$ cat src/assert_macros.svh
// Assertion helpers for the RTL. Both expect clk in scope; FFTR2_ASSERT also expects rst_n.
`ifndef ASSERT_MACROS_SVH
`define ASSERT_MACROS_SVH
`ifndef SYNTH
// Checked only while the block is out of reset.
`define FFTR2_ASSERT(lbl, prop, msg) \
  lbl: assert property (@(posedge clk) disable iff (!rst_n) prop) else $error(msg);
// Checked on every edge, reset included.
`define FFTR2_ASSERT_RST(lbl, prop, msg) \
  lbl: assert property (@(posedge clk) prop) else $error(msg);
`else
`define FFTR2_ASSERT(lbl, prop, msg)
`define FFTR2_ASSERT_RST(lbl, prop, msg)
`endif
`endif

$ cat src/fftr2_pkg.sv
`timescale 1ns / 1ps
package fftr2_pkg;

  // Bin numbers are carried on three bits whatever the frame size.
  localparam int IDX_W = 3;
  // Up to three butterfly stages.
  localparam int STG_W = 2;

  // 1/sqrt2 in Q15 and the rounding offset for a Q15 product.
  localparam int FRAC_BITS = 15;
  localparam logic signed [16:0] TWIDDLE_Q15 = 17'sd23170;
  localparam logic signed [16:0] ROUND_HALF = 17'sd16384;

  // Twiddle applied to the lower leg of a butterfly, as a power of W8.
  typedef enum logic [1:0] {
    TW_ONE   = 2'd0,
    TW_C1    = 2'd1,
    TW_NEG_J = 2'd2,
    TW_C3    = 2'd3
  } fftr2_tw_t;

  typedef struct packed {
    logic             load;
    logic             mul;
    logic             add;
    logic             emit;
    logic [IDX_W-1:0] idx;
    logic [STG_W-1:0] stage;
  } fftr2_cmd_t;

  typedef struct packed {
    logic out_free;
  } fftr2_sts_t;

endpackage

$ cat src/fftr2_ctrl.sv
`timescale 1ns / 1ps
`include "assert_macros.svh"
module fftr2_ctrl
  import fftr2_pkg::*;
#(
  parameter int POINTS = 8
) (
  input  logic       clk,
  input  logic       rst_n,
  input  logic       in_valid,
  output logic       in_ready,
  input  fftr2_sts_t sts,
  output fftr2_cmd_t cmd
);

  localparam int LOG2N = $clog2(POINTS);
  localparam logic [IDX_W-1:0] LAST_IDX = IDX_W'(POINTS - 1);
  localparam logic [STG_W-1:0] LAST_STG = STG_W'(LOG2N - 1);

  typedef enum logic [3:0] {
    ST_LOAD = 4'b0001,
    ST_MUL  = 4'b0010,
    ST_ADD  = 4'b0100,
    ST_EMIT = 4'b1000
  } fftr2_state_t;

  fftr2_state_t     state_r, state_nxt;
  logic [IDX_W-1:0] cnt_r, cnt_nxt;
  logic [STG_W-1:0] stage_r, stage_nxt;

  always_comb begin
    state_nxt = state_r;
    cnt_nxt   = cnt_r;
    stage_nxt = stage_r;
    in_ready  = (state_r == ST_LOAD);
    cmd.load  = 1'b0;
    cmd.mul   = 1'b0;
    cmd.add   = 1'b0;
    cmd.emit  = 1'b0;
    cmd.idx   = cnt_r;
    cmd.stage = stage_r;
    unique case (state_r)
      ST_LOAD: begin
        if (in_valid) begin
          cmd.load = 1'b1;
          if (cnt_r == LAST_IDX) begin
            cnt_nxt   = '0;
            state_nxt = ST_MUL;
          end else begin
            cnt_nxt = cnt_r + 1'b1;
          end
        end
      end
      ST_MUL: begin
        cmd.mul   = 1'b1;
        state_nxt = ST_ADD;
      end
      ST_ADD: begin
        cmd.add = 1'b1;
        if (stage_r == LAST_STG) begin
          stage_nxt = '0;
          state_nxt = ST_EMIT;
        end else begin
          stage_nxt = stage_r + 1'b1;
          state_nxt = ST_MUL;
        end
      end
      ST_EMIT: begin
        // A bin moves into the output register whenever that register is free.
        if (sts.out_free) begin
          cmd.emit = 1'b1;
          if (cnt_r == LAST_IDX) begin
            cnt_nxt   = '0;
            state_nxt = ST_LOAD;
          end else begin
            cnt_nxt = cnt_r + 1'b1;
          end
        end
      end
      default: begin
        state_nxt = ST_LOAD;
      end
    endcase
  end

  always_ff @(posedge clk) begin
    if (!rst_n) begin
      state_r <= ST_LOAD;
      cnt_r   <= '0;
      stage_r <= '0;
    end else begin
      state_r <= state_nxt;
      cnt_r   <= cnt_nxt;
      stage_r <= stage_nxt;
    end
  end

  `FFTR2_ASSERT(a_frame_full, (state_r == ST_LOAD && in_valid && cnt_r == LAST_IDX) |=> (state_r == ST_MUL && cnt_r == '0), "full frame did not start the transform")
  `FFTR2_ASSERT(a_emit_start, (state_r == ST_ADD && stage_r == LAST_STG) |=> (state_r == ST_EMIT && cnt_r == '0 && stage_r == '0), "last stage did not hand over to output")
  `FFTR2_ASSERT_RST(a_reset_load, (!rst_n) |=> (state_r == ST_LOAD && cnt_r == '0), "reset did not return to sample loading")

endmodule

$ cat config.mk
export PLATFORM = sky130hd
export DESIGN_NAME = fftr2_ctrl
export DESIGN_NICKNAME = d
export VERILOG_FILES = /design/src/fftr2_pkg.sv /design/src/fftr2_ctrl.sv
export VERILOG_INCLUDE_DIRS = /design/src /design/src/src
export SDC_FILE = /design/constraint.sdc
export NUM_CORES = 1
export LEC_CHECK = 0
export ABC_AREA = 1
export BUFFER_PORTS_ARGS = -buffer_cell sky130_fd_sc_hd__clkbuf_2
export CORE_AREA = 3 3 40 42
export DETAILED_ROUTE_END_ITERATION = 8
export DIE_AREA = 0 0 43 45
export SYNTH_ARGS = -nofsm -noshare
export SYNTH_HDL_FRONTEND = slang
export SYNTH_SLANG_ARGS = --single-unit
export TNS_END_PERCENT = 1
$ cat constraint.sdc
create_clock -name clk -period 1.45 [get_ports clk]
set_input_delay 0.29 -clock clk [delete_from_list [all_inputs] [get_ports clk]]
set_output_delay 0.29 -clock clk [all_outputs]
set_load 0.02 [all_outputs]
==> results.ini <==
[sta]
timing.slew.headroom=0.856
hold_viol_final=0
finalCriticalPeriod_ps=1420
clock_skew_ps=6.51
hold_ws_ps=257
maxSlewViolCount=0
finalSetupViolCount=0
rsz0062_at_grt=true
fin_crit_sh=0.976
fmax_mhz=706
worst_pin_slew_ps=215
finalWorstSetupSlack_ps=34.2
setup_tns_ps=0

[cts]
cts_buffer_depth=2
htree_num_levels=1
cts_tree=yes
cts_sinks=9
cts_buffers=3
clockRootBuffer=clkbuf_4
worstSkewPairLatency_ps=260
clkTransAtPathRegs_ps=60

[placement]
gp_congestion=0.726
placed_area_um2=551
place_hpwl_um=745
port_buffers=13
dp_slack_ps=256

[grt]
grt_max_degree=8
antenna_found_initial=0
grt_pass1_wl_mm=1.69
grt_usage=0.120
grt_remaining_overflow=0
grt_pass1_vias=395

[floorplanning]
num_io_pins=14
die_x_um=43
dieArea_um2=1940
design.core.area_um2=1280
row_count=13
die_h_um=45
start_util=0.363

[worst_setup_path]
r2r_end=state_r[1]
worstSetupStartpointType=flip-flop
cp-startpoint=state_r[1]
crit_slowest_cell=dfxtp_2
r2r_slack_ps=250
cpPeakStageDelay_ps=350
cp-endpoint=cmd[6]
crit_path_end_kind=primary output
rr_worst_depth=6
cp.required_ps=1160
crit_fanout=5
crit_arrival_ps=1130
crit_chain=nor2_4 -> nand3_4 -> inv_4 -> clkbuf_4
worst_r2r_startpoint=cnt_r[0]
worstSetupPathType=reg2out

[yosys]
synth_top_cell_by_area=dfxtp_1
synthSimpleGateAreaFrac=0.316
ys_seq_elements=9
synth_nets=66
synth_xor_area_frac=0
synth_top_area_frac=0.386
synth_top_family_by_area=simple AND/OR/NAND/NOR gates
ys_types=17
syn_inst=60
synth_compound_area_frac=0.164
synth_area_leaders=dfxtp_1 (39%), inv_1 (8.0%), nand3_2 (6.4%), a21oi_1 (5.4%), ha_1 (5.4%)
synth_warnings=0
synthAdderAreaFrac=0.0536
synth_mux_area_frac=0
synth.cell_area_um2=467
avgSynthCellArea_um2=7.78
synth-seq-area-share=0.386

[pwr]
ir_worst_vdd_mv=0.450
power.leakage_nw=0.324
powerDensity_nw_per_um2=725
power_w=0.000494

[job]
drv_cap=0

[cells_and_area]
syn_to_final_growth_pct=46.1
design_area_um2=682
final_cell_mix=clkbuf_2 (9), inv_1 (7), buf_4 (6)
layout-drive-gt1-share=0.512
regArea_um2=188
layout_commonest_cell=clkbuf_2
multiInputGateArea_um2=289
finalNetCount=89
diodes=0
fillers=122

[outcome]
status=finished clean

[drt]
detail_route.first_pass.iterations=4
wire_per_inst_um=10.5
drc=0
avgViaCountPerCell=4.91
drt_first_iter_violations=6
wl_mm=1.02
vias=476
drtAntennaViolNets=0

[hold_path]
hold_path_class=in2reg

cell type report:
type,count,area share
multi-input cells,41,0.424
repair buffers,18,0.176
inverters,10,0.0587
clock buffers,4,0.0385
well taps,15,0.0275
flip-flops and latches,9,0.275
logic make-up after synthesis:
group | after synthesis
AND/OR/NAND/NOR | 27
AO/OA/AOI/OAI | 12
buffers and inverters | 10
flip-flops | 9
adder cells (fa/ha/maj) | 2
where the power goes:
group / leakage, nW / internal (W) / switching (W)
Clock: 0.0150 / 0.000106 / 0.0000903
Combinational: 0.235 / 0.0000174 / 0.0000266
Sequential: 0.0742 / 0.000250 / 0.00000385
flip-flops by register name (all words and copies together), names as in the netlist:
register	flops
state_r	4
cnt_r	3
stage_r	2
repair_timing:
item,4_1_cts,5_1_grt
endpoints found under the setup margin,4,4
hold buffers,0,0
gates resized for setup,4,23
pin swaps,0,8
setup buffers,1,4
Yosys cell counts, drive strengths merged:
cell type and count:
o21a 1, nand3 7, o21ai 2, nand2 7
ha 2, inv 10, o211ai 1, o211a 1
a21oi 6, a211oi 1, nor2 10, nand4 3
dfxtp 9
critical path, delay by kind of cell, from the launching register on:
kind          cells  cell delay (ps)
buf+inv           2              230
simple gates      2              280
flops             1              350
worst min path at each step:
stage,start,end,slack [ps],cells past startpoint
6_report,rst_n,state_r[0],260,2
5_1_grt,rst_n,state_r[0],290,2
4_1_cts,rst_n,state_r[0],260,2
3_5_place_dp,cnt_r[2],cnt_r[2],480,2
3_3_place_gp,cnt_r[1],cnt_r[1],480,2
2_1_floorplan,rst_n,state_r[0],390,1
metal layers:
metal	vias up	track usage	share of wire
li1	248	-	-
met1	206	0.163	0.49
met2	17	0.156	0.42
met3	5	0.0398	0.068
met4	0	0.0904	0.027
met5	-	0	0
per-stage QoR:
step,cells,util
after floorplan,60,-
after global placement,88,0.428
after detailed placement,88,0.428
after CTS,93,0.461
after global routing,97,0.531
final,97,0.531
No activity file was read; power rests on OpenSTA's default activity.
